[config.mk]
export PLATFORM = sky130hd
export DESIGN_NAME = integer_rpn_stack_alu
export DESIGN_NICKNAME = d
export VERILOG_FILES = /design/src/hw/rtl/irsa_pkg.sv /design/src/hw/rtl/irsa_front.sv /design/src/hw/rtl/irsa_div.sv /design/src/hw/rtl/irsa_back.sv /design/src/hw/rtl/integer_rpn_stack_alu.sv
export SDC_FILE = /design/constraint.sdc
export NUM_CORES = 2
export LEC_CHECK = 0
export BUFFER_PORTS_ARGS = -buffer_cell sky130_fd_sc_hd__buf_2
export CAP_MARGIN = 40
export CELL_PAD_IN_SITES_DETAIL_PLACEMENT = 1
export CELL_PAD_IN_SITES_GLOBAL_PLACEMENT = 1
export CORE_UTILIZATION = 45
export CTS_CLUSTER_DIAMETER = 40
export DETAILED_ROUTE_END_ITERATION = 8
export GPL_TIMING_DRIVEN = 0
export PLACE_DENSITY = 0.72
export SYNTH_ARGS = -nofsm -noshare
export SYNTH_HDL_FRONTEND = slang
export SYNTH_HIERARCHICAL = 1
export SYNTH_SLANG_ARGS = --single-unit
export TNS_END_PERCENT = 30
[constraint.sdc]
create_clock -name i_clk -period 25.2 [get_ports i_clk]
set_input_delay 5.04 -clock i_clk [delete_from_list [all_inputs] [get_ports i_clk]]
set_output_delay 5.04 -clock i_clk [all_outputs]
set_load 0.005 [all_outputs]
[src/hw/rtl/irsa_pkg.sv]
// Package for the integer RPN stack ALU: opcodes, widths, queue entry type.
// No dependencies.
`default_nettype none
package irsa_pkg;
    localparam int STACK_DEPTH = 4;
    localparam int DATA_W      = 32;
    localparam int MODE_W      = 5;

    localparam logic [MODE_W-1:0] OP_PUSH    = 5'd0;
    localparam logic [MODE_W-1:0] OP_SETTOP  = 5'd1;
    localparam logic [MODE_W-1:0] OP_POP     = 5'd2;
    localparam logic [MODE_W-1:0] OP_DUP     = 5'd3;
    localparam logic [MODE_W-1:0] OP_SWAP    = 5'd4;
    localparam logic [MODE_W-1:0] OP_ROTPOP  = 5'd5;
    localparam logic [MODE_W-1:0] OP_ROTPUSH = 5'd6;
    localparam logic [MODE_W-1:0] OP_UNDO    = 5'd7;
    localparam logic [MODE_W-1:0] OP_ADD     = 5'd8;
    localparam logic [MODE_W-1:0] OP_SUB     = 5'd9;
    localparam logic [MODE_W-1:0] OP_MUL     = 5'd10;
    localparam logic [MODE_W-1:0] OP_DIV     = 5'd11;
    localparam logic [MODE_W-1:0] OP_NEG     = 5'd12;
    localparam logic [MODE_W-1:0] OP_OR      = 5'd13;
    localparam logic [MODE_W-1:0] OP_XOR     = 5'd14;
    localparam logic [MODE_W-1:0] OP_AND     = 5'd15;
    localparam logic [MODE_W-1:0] OP_SHL     = 5'd16;
    localparam logic [MODE_W-1:0] OP_SHR     = 5'd17;
    localparam logic [MODE_W-1:0] OP_NOT     = 5'd18;

    // Classified request handed from front to back.
    typedef struct packed {
        logic [MODE_W-1:0] mode;
        logic [DATA_W-1:0] value;
        logic              valid_op;  // mode in range and not undo, undo store is written
        logic              is_div;
    } t_req;
endpackage
`default_nettype wire

[src/hw/rtl/irsa_front.sv]
// Front end: takes commands, classifies them, and holds a two-entry queue.
// Depends on irsa_pkg.
`default_nettype none
module irsa_front (
    input  wire logic            i_clk,
    input  wire logic            i_rst_n,
    input  wire logic            i_start,
    input  wire logic [4:0]      i_mode,
    input  wire logic [31:0]     i_value,
    output logic                 o_full,
    output logic                 o_empty,
    output irsa_pkg::t_req       o_req,
    input  wire logic            i_pop
);
    import irsa_pkg::*;

    t_req       r_q [2];
    logic       r_wp, n_wp, r_rp, n_rp;
    logic [1:0] r_cnt, n_cnt;
    t_req       w_in;
    logic       w_push;

    always_comb begin
        w_in.mode     = i_mode;
        w_in.value    = i_value;
        w_in.valid_op = (i_mode <= OP_NOT) && (i_mode != OP_UNDO);
        w_in.is_div   = (i_mode == OP_DIV);
    end

    assign o_full  = (r_cnt == 2'd2);
    assign o_empty = (r_cnt == 2'd0);
    assign o_req   = r_q[r_rp];
    assign w_push  = i_start && !o_full;

    always_comb begin
        n_wp  = r_wp ^ w_push;
        n_rp  = r_rp ^ (i_pop && !o_empty);
        n_cnt = r_cnt + {1'b0, w_push} - {1'b0, (i_pop && !o_empty)};
    end

    always_ff @(posedge i_clk) begin
        if (!i_rst_n) begin
            r_wp  <= 1'b0;
            r_rp  <= 1'b0;
            r_cnt <= 2'd0;
        end else begin
            r_wp  <= n_wp;
            r_rp  <= n_rp;
            r_cnt <= n_cnt;
        end
        if (w_push) begin
            r_q[r_wp] <= w_in;
        end
    end
endmodule
`default_nettype wire

[src/hw/rtl/irsa_div.sv]
// Radix-2 restoring signed divider, one quotient bit per cycle.
// Depends on irsa_pkg.
`default_nettype none
module irsa_div (
    input  wire logic        i_clk,
    input  wire logic        i_rst_n,
    input  wire logic        i_go,
    input  wire logic [31:0] i_y,
    input  wire logic [31:0] i_x,
    output logic             o_done,
    output logic [31:0]      o_q
);
    import irsa_pkg::*;

    logic [31:0] r_rem, r_quo, r_div;
    logic [5:0]  r_cnt;
    logic        r_busy, r_neg;
    logic [32:0] w_trial;
    logic [31:0] w_ay, w_ax;

    assign w_ay    = i_y[31] ? (32'd0 - i_y) : i_y;
    assign w_ax    = i_x[31] ? (32'd0 - i_x) : i_x;
    assign w_trial = {r_rem, r_quo[31]} - {1'b0, r_div};
    assign o_q     = r_neg ? (32'd0 - r_quo) : r_quo;

    always_ff @(posedge i_clk) begin
        if (!i_rst_n) begin
            r_busy <= 1'b0;
            o_done <= 1'b0;
            r_cnt  <= 6'd0;
        end else begin
            o_done <= 1'b0;
            if (i_go) begin
                r_busy <= 1'b1;
                r_cnt  <= 6'd0;
            end else if (r_busy) begin
                r_cnt <= r_cnt + 6'd1;
                if (r_cnt == 6'd31) begin
                    r_busy <= 1'b0;
                    o_done <= 1'b1;
                end
            end
        end
        if (i_go) begin
            r_rem <= 32'd0;
            r_quo <= w_ay;
            r_div <= w_ax;
            r_neg <= i_y[31] ^ i_x[31];
        end else if (r_busy) begin
            // shift in next dividend bit, keep the difference if it fits
            if (!w_trial[32]) begin
                r_rem <= w_trial[31:0];
                r_quo <= {r_quo[30:0], 1'b1};
            end else begin
                r_rem <= {r_rem[30:0], r_quo[31]};
                r_quo <= {r_quo[30:0], 1'b0};
            end
        end
    end
endmodule
`default_nettype wire

[src/hw/rtl/irsa_back.sv]
// Back end: stack, undo store, ALU and result register.
// Depends on irsa_pkg and irsa_div.
`default_nettype none
module irsa_back (
    input  wire logic            i_clk,
    input  wire logic            i_rst_n,
    input  wire logic            i_empty,
    input  wire irsa_pkg::t_req  i_req,
    output logic                 o_pop,
    output logic                 o_idle,
    output logic                 o_valid,
    output logic [31:0]          o_top_value,
    output logic [31:0]          o_second_value,
    output logic [31:0]          o_removed_value,
    output logic                 o_div_zero
);
    import irsa_pkg::*;

    localparam logic [1:0] ST_IDLE = 2'd0;
    localparam logic [1:0] ST_MUL  = 2'd1;
    localparam logic [1:0] ST_DIV  = 2'd2;

    logic [31:0] r_stk [STACK_DEPTH];
    logic [31:0] r_undo [STACK_DEPTH];
    logic [31:0] n_stk [STACK_DEPTH];
    logic [1:0]  r_st, n_st;
    t_req        r_cur;
    logic signed [63:0] r_prod;
    logic        w_div_done;
    logic [31:0] w_div_q;
    logic        w_div_go;
    logic [31:0] w_res;
    logic        w_fin, w_dz;
    logic [31:0] w_x, w_y;

    assign w_x = r_stk[0];
    assign w_y = r_stk[1];

    irsa_div u_div (
        .i_clk   (i_clk),
        .i_rst_n (i_rst_n),
        .i_go    (w_div_go),
        .i_y     (w_y),
        .i_x     (w_x),
        .o_done  (w_div_done),
        .o_q     (w_div_q)
    );

    assign o_idle   = (r_st == ST_IDLE);
    assign o_pop    = o_idle && !i_empty;
    assign w_div_go = o_pop && i_req.is_div && (r_stk[0] != 32'd0);

    // Result of current command; ops done in ST_IDLE use i_req, long ops r_cur.
    always_comb begin
        t_req  c;
        logic [31:0] shv;
        logic  shok;
        c     = o_idle ? i_req : r_cur;
        w_res = 32'd0;
        w_dz  = 1'b0;
        shok  = (w_x[31:5] == 27'd0);
        shv   = 32'd0;
        n_st  = r_st;
        w_fin = 1'b0;
        for (int i = 0; i < STACK_DEPTH; i++) n_stk[i] = r_stk[i];
        unique case (r_st)
            ST_IDLE: begin
                if (o_pop) begin
                    w_fin = 1'b1;
                    case (c.mode)
                        OP_PUSH, OP_DUP, OP_ROTPUSH: begin
                            for (int i = STACK_DEPTH - 1; i > 0; i--)
                                n_stk[i] = r_stk[i-1];
                            n_stk[0] = (c.mode == OP_PUSH) ? c.value :
                                       (c.mode == OP_DUP) ? r_stk[0] :
                                       r_stk[STACK_DEPTH-1];
                        end
                        OP_SETTOP: n_stk[0] = c.value;
                        OP_POP, OP_ROTPOP: begin
                            for (int i = 0; i < STACK_DEPTH - 1; i++)
                                n_stk[i] = r_stk[i+1];
                            if (c.mode == OP_ROTPOP)
                                n_stk[STACK_DEPTH-1] = r_stk[0];
                        end
                        OP_SWAP: begin
                            n_stk[0] = r_stk[1];
                            n_stk[1] = r_stk[0];
                        end
                        OP_UNDO: begin
                            for (int i = 0; i < STACK_DEPTH; i++)
                                n_stk[i] = r_undo[i];
                        end
                        OP_NEG, OP_NOT: begin
                            n_stk[0] = (c.mode == OP_NEG) ? (32'd0 - w_x) : ~w_x;
                        end
                        OP_ADD, OP_SUB, OP_OR, OP_XOR, OP_AND, OP_SHL, OP_SHR: begin
                            if (shok) shv = (c.mode == OP_SHL) ? (w_y << w_x[4:0])
                                                                : (w_y >> w_x[4:0]);
                            case (c.mode)
                                OP_ADD:  w_res = w_y + w_x;
                                OP_SUB:  w_res = w_y - w_x;
                                OP_OR:   w_res = w_y | w_x;
                                OP_XOR:  w_res = w_y ^ w_x;
                                OP_AND:  w_res = w_y & w_x;
                                default: w_res = shv;
                            endcase
                            for (int i = 1; i < STACK_DEPTH - 1; i++)
                                n_stk[i] = r_stk[i+1];
                            n_stk[0] = w_res;
                        end
                        OP_MUL: begin
                            w_fin = 1'b0;
                            n_st  = ST_MUL;
                        end
                        OP_DIV: begin
                            if (r_stk[0] == 32'd0) begin
                                w_dz = 1'b1;
                                for (int i = 1; i < STACK_DEPTH - 1; i++)
                                    n_stk[i] = r_stk[i+1];
                                n_stk[0] = 32'hFFFF_FFFF;
                            end else begin
                                w_fin = 1'b0;
                                n_st  = ST_DIV;
                            end
                        end
                        default: ;
                    endcase
                end
            end
            ST_MUL: begin
                w_fin = 1'b1;
                n_st  = ST_IDLE;
                if (r_prod > 64'sh7FFF_FFFF)       w_res = 32'h7FFF_FFFF;
                else if (r_prod < -64'sh8000_0000) w_res = 32'h8000_0000;
                else                               w_res = r_prod[31:0];
            end
            ST_DIV: begin
                if (w_div_done) begin
                    w_fin = 1'b1;
                    n_st  = ST_IDLE;
                    w_res = w_div_q;
                end
            end
            default: n_st = ST_IDLE;
        endcase
        if (r_st != ST_IDLE && w_fin) begin
            for (int i = 1; i < STACK_DEPTH - 1; i++)
                n_stk[i] = r_stk[i+1];
            n_stk[0] = w_res;
        end
    end

    always_ff @(posedge i_clk) begin
        if (!i_rst_n) begin
            r_st    <= ST_IDLE;
            o_valid <= 1'b0;
            for (int i = 0; i < STACK_DEPTH; i++) begin
                r_stk[i]  <= 32'd0;
                r_undo[i] <= 32'd0;
            end
        end else begin
            r_st    <= n_st;
            o_valid <= w_fin;
            for (int i = 0; i < STACK_DEPTH; i++) r_stk[i] <= n_stk[i];
            // snapshot on acceptance; long ops leave the stack untouched until done
            if (o_pop && i_req.valid_op) begin
                for (int i = 0; i < STACK_DEPTH; i++) r_undo[i] <= r_stk[i];
            end
        end
        if (o_pop) begin
            r_cur           <= i_req;
            o_removed_value <= r_stk[0];
            r_prod          <= $signed(w_y) * $signed(w_x);
        end
        if (w_fin) begin
            o_top_value    <= n_stk[0];
            o_second_value <= n_stk[1];
            o_div_zero     <= w_dz;
        end
    end
endmodule
`default_nettype wire

[src/hw/rtl/integer_rpn_stack_alu.sv]
// Integer RPN stack ALU with single-level undo.
// Most ops and divide by zero finish in the back end's idle state; multiply
// passes through ST_MUL, divide waits in ST_DIV for the radix-2 divider.
// busy is high while the two-entry queue is full. Results strobe on o_valid
// for one cycle; the receiver cannot stall them.
// Synchronous active-low reset clears the stack and undo store to zero.
`default_nettype none
module integer_rpn_stack_alu (
    input  wire logic        i_clk,
    input  wire logic        i_rst_n,
    input  wire logic        start,
    output logic             busy,
    input  wire logic [4:0]  i_mode,
    input  wire logic [31:0] i_value,
    output logic             o_valid,
    output logic [31:0]      o_top_value,
    output logic [31:0]      o_second_value,
    output logic [31:0]      o_removed_value,
    output logic             o_div_zero
);
    import irsa_pkg::*;

    t_req w_req;
    logic w_empty, w_pop, w_idle;

    irsa_front u_front (
        .i_clk   (i_clk),
        .i_rst_n (i_rst_n),
        .i_start (start),
        .i_mode  (i_mode),
        .i_value (i_value),
        .o_full  (busy),
        .o_empty (w_empty),
        .o_req   (w_req),
        .i_pop   (w_pop)
    );

    irsa_back u_back (
        .i_clk           (i_clk),
        .i_rst_n         (i_rst_n),
        .i_empty         (w_empty),
        .i_req           (w_req),
        .o_pop           (w_pop),
        .o_idle          (w_idle),
        .o_valid         (o_valid),
        .o_top_value     (o_top_value),
        .o_second_value  (o_second_value),
        .o_removed_value (o_removed_value),
        .o_div_zero      (o_div_zero)
    );

    logic w_unused;
    assign w_unused = w_idle;
endmodule
`default_nettype wire

==> results.md <==
- CTS sink cnt: 645
- I/O pins: between 100 and 150
- WHS: roughly 0.51 ns
- Number of flops mapped to enable cells by yosys: 469
- Clock buffer depth: 3
- CP delay by family, top: buffers and inverters
- Post-layout minimum cycle time: approximately 13 ns
- Total congestion overflow: 0
- Die W: roughly 410 um
- Die footprint: between 150000 and 200000 um^2
- Initial DRC count: between 9000 and 10000
- DRC: 0
- Main synth FF type: edfxtp_1
- Total number of vias: just over 70000
- Post-synthesis cell type count: around 110
- Outcome: finished clean
- Antenna-violating nets left: 0
- Root buf cell: clkbuf_16
- Setup Buffers After CTS: 0
- Max_slew headroom: 0.233
- Initial antenna violation count: 51
- Crit path capture type: register
- PostCTS Resize Cnt: 0
- Hold Crit Class: register to register
- Highest routed layer: met5
- Crit Path Class: register to register
- Max Cap Viol: 0
- Met2 WL: roughly 180000 um
- Final worst slack: 12.32 ns
- CP Buf/Inv Count: 10
- Peak supply drop: 93.1 uV
- Area after DPL: 80900 um^2
- Final instance area: about 85000 um^2
- Wl on met1: 143000 um
- Final total power: 8.06 mW
- Core Box Area: roughly 160000 um^2
- Slowest cell on the critical path: clkbuf_2
- RSZ-0062 raised after global routing: no
- Share of layout cells above drive strength 1: 0.101
- Hold_buf cts: 0
- CTS tree: built
- Largest fanout on the critical path: 12
- Crit path arrival time: 13.55 ns
- CTS Buf Count: between 100 and 150
- FFs w/ async S/R, synth: 0
- Layout area overhead: 15.2%
- Fin nets: a little under 10000
- Slew Limit Fails: 0
- Largest net degree at the start of global routing: 85
- Worst Skew: between 0.05 and 0.06 ns
- Initial core utilization: 0.455
- Wire length per cell: a little under 40 um
- Mapped cell area: between 70000 and 80000 um^2
- Max incr delay on CP: 0.84 ns
- Fin. Hold Viols: 0
- Wire length of the first global-routing pass: ~590000 um
- Register bit total from synthesis: ~650
- Required time of the worst setup path: approximately 26 ns
- Startpoint type of the worst setup path: register
- Non-Filler Instances: 10692
- Final setup viols: 0
- Drt pass-1 iters: 9
- Die Y: 408 um
- Pwr dens: ~94 nW/um^2
- Final Core Density: 0.524
- Final HPWL DP: between 300000 and 400000 um
- Fin Setup TNS: 0 ns
- WL met3: ~51000 um
- Vias per inst: roughly 6.6
- Port Buffers: between 100 and 150
- Placed Cells: approximately 10000
- Sequential fraction of the synthesis area: 0.237
- Fmax: between 0.07 and 0.08 GHz
- Post-Place Setup Slack: ~13 ns
- H-tree depth: 3
- Synth warnings: 6
- Final WL: 425000 um
- Worst-skew pair later-pin latency: approximately 0.83 ns
- Syn nets: 9303
- GPL Wtd Cong: between 1 and 1.5
- Tcrit/Tclk final: 0.511
- Worst-path clk slew: about 0.06 ns
- Cells after Synth: 7857
- Vias in the first global route: about 73000
- LEAKAGE: ~37 nW
- All-Layer GR Usage: 0.512
- Mean Syn Cell Area: 9.44 um^2
- Most used cell, CP: fa_1
- Worst slew pin tran: between 1 and 1.5 ns
- Core Rows: ~150
worst paths after layout:
kind | to | startpoint | depth (start not counted) | slack, ns
setup / recovery | u_back/r_prod[63] | u_back/r_stk[0][3] | 30 | 12.32
hold / removal | u_back/u_div/r_rem[25] | u_back/u_div/r_rem[25] | 2 | 0.51
setup reg to reg | u_back/r_prod[63] | u_back/r_stk[0][3] | 30 | 12.32
hold reg to reg | u_back/u_div/r_rem[25] | u_back/u_div/r_rem[25] | 2 | 0.51
registers in the layout (all words and copies together) (netlist names), 2 cells and up, named ones only:
| name | count |
|---|---|
| u_back/o_removed_value | 32 |
| u_back/o_second_value | 32 |
| u_back/o_top_value | 32 |
| u_back/r_cur | 37 |
| u_back/r_prod | 64 |
| u_back/r_st | 2 |
| u_back/r_stk | 128 |
| u_back/r_undo | 128 |
| u_back/u_div/r_cnt | 6 |
| u_back/u_div/r_div | 32 |
| u_back/u_div/r_quo | 32 |
| u_back/u_div/r_rem | 32 |
| u_front/r_cnt | 2 |
| u_front/r_q | 78 |
cell type report:
cell class | count | area (um^2)
inverter | 1126 | 4240
sequential | 645 | 17600
tap | 2175 | 2720
clock buffer | 134 | 3120
timing repair buffer | 398 | 4220
clock inverter | 91 | 1050
multi-input combinational | 5552 | 50200
buffer | 534 | 2150
fill | 18461 | 77700
antenna | 37 | 92.6
report_power, final:
group	switching [mW]	internal, mW	total (mW)
clock	0.660	1.01	1.67
combinational	3.13	1.31	4.43
sequential	0.345	1.61	1.96
per-layer routing:
metal / vias to the layer above / track usage
met5: - / 0.0144
met4: 38 / 0.461
met3: 1979 / 0.186
met2: 5595 / 0.752
met1: 35747 / 0.582
li1: 27146 / -
cell usage in the layout (no fill, tap or decap), types with 175 or more instances in the layout:
| cell type | instances |
|---|---|
| a21oi_1 | 303 |
| dfxtp_1 | 175 |
| o21ai_0 | 301 |
| xnor2_1 | 188 |
| nand2_1 | 868 |
| ha_1 | 320 |
| clkbuf_1 | 362 |
| fa_1 | 1084 |
| inv_1 | 1087 |
| nor2_1 | 842 |
| edfxtp_1 | 469 |
| buf_2 | 186 |
worst register-to-register path: cells and delay by family (launching register included):
| family | cells | cell delay [ns] |
|---|---|---|
| DFF | 1 | 0.66 |
| buffers and inverters | 10 | 4.34 |
| AOI/OAI and AO/OA | 9 | 3.28 |
| and+or+nand+nor | 2 | 0.30 |
| adders and majority gates | 9 | 4.15 |
cell families (layout without fill, tap and decap cells):
logic type | after synthesis | after routing | synth area share
adders and majority gates | 1406 | 1406 | 0.347
buffers and inverters | 1660 | 2283 | 0.0856
other | 0 | 37 | 0
DFF | 645 | 645 | 0.237
xor gates and xnor gates | 254 | 254 | 0.0300
AOI/OAI and AO/OA | 1372 | 1372 | 0.125
muxes | 194 | 194 | 0.0381
and+or+nand+nor | 2326 | 2326 | 0.137
synth_stat cells (21+ instances only):
| cell | instances | share of area |
|---|---|---|
| nor3_1 | 119 | 0.0080 |
| mux4_2 | 62 | 0.019 |
| a22o_1 | 37 | 0.0044 |
| clkbuf_1 | 375 | 0.019 |
| o21ai_0 | 301 | 0.020 |
| a21o_1 | 70 | 0.0071 |
| a22oi_1 | 75 | 0.0076 |
| o22ai_1 | 40 | 0.0034 |
| clkinv_1 | 33 | 0.0017 |
| nand2b_1 | 33 | 0.0028 |
| or3_1 | 43 | 0.0036 |
| a31oi_1 | 62 | 0.0052 |
| and2_1 | 143 | 0.012 |
| o21a_1 | 27 | 0.0027 |
| ha_1 | 322 | 0.054 |
| dfxtp_1 | 176 | 0.048 |
| a211oi_1 | 67 | 0.0068 |
| nand2_1 | 869 | 0.044 |
| nand4_1 | 44 | 0.0037 |
| nor4_1 | 27 | 0.0023 |
| o31ai_1 | 38 | 0.0038 |
| nor2_1 | 842 | 0.043 |
| o211ai_1 | 43 | 0.0044 |
| inv_1 | 1088 | 0.055 |
| a222oi_1 | 44 | 0.0059 |
| buf_2 | 33 | 0.0022 |
| a221oi_1 | 55 | 0.0065 |
| nand3_1 | 65 | 0.0044 |
| edfxtp_1 | 469 | 0.19 |
| nor2b_1 | 29 | 0.0024 |
| a21oi_1 | 303 | 0.020 |
| fa_1 | 1084 | 0.29 |
| o211a_1 | 28 | 0.0038 |
| and3_1 | 30 | 0.0025 |
| mux2i_1 | 82 | 0.011 |
| buf_1 | 113 | 0.0057 |
| o21ai_1 | 21 | 0.0014 |
| mux2_2 | 38 | 0.0058 |
| xor2_1 | 66 | 0.0078 |
| xnor2_1 | 188 | 0.022 |
No activity file was read; power rests on OpenSTA's default activity.
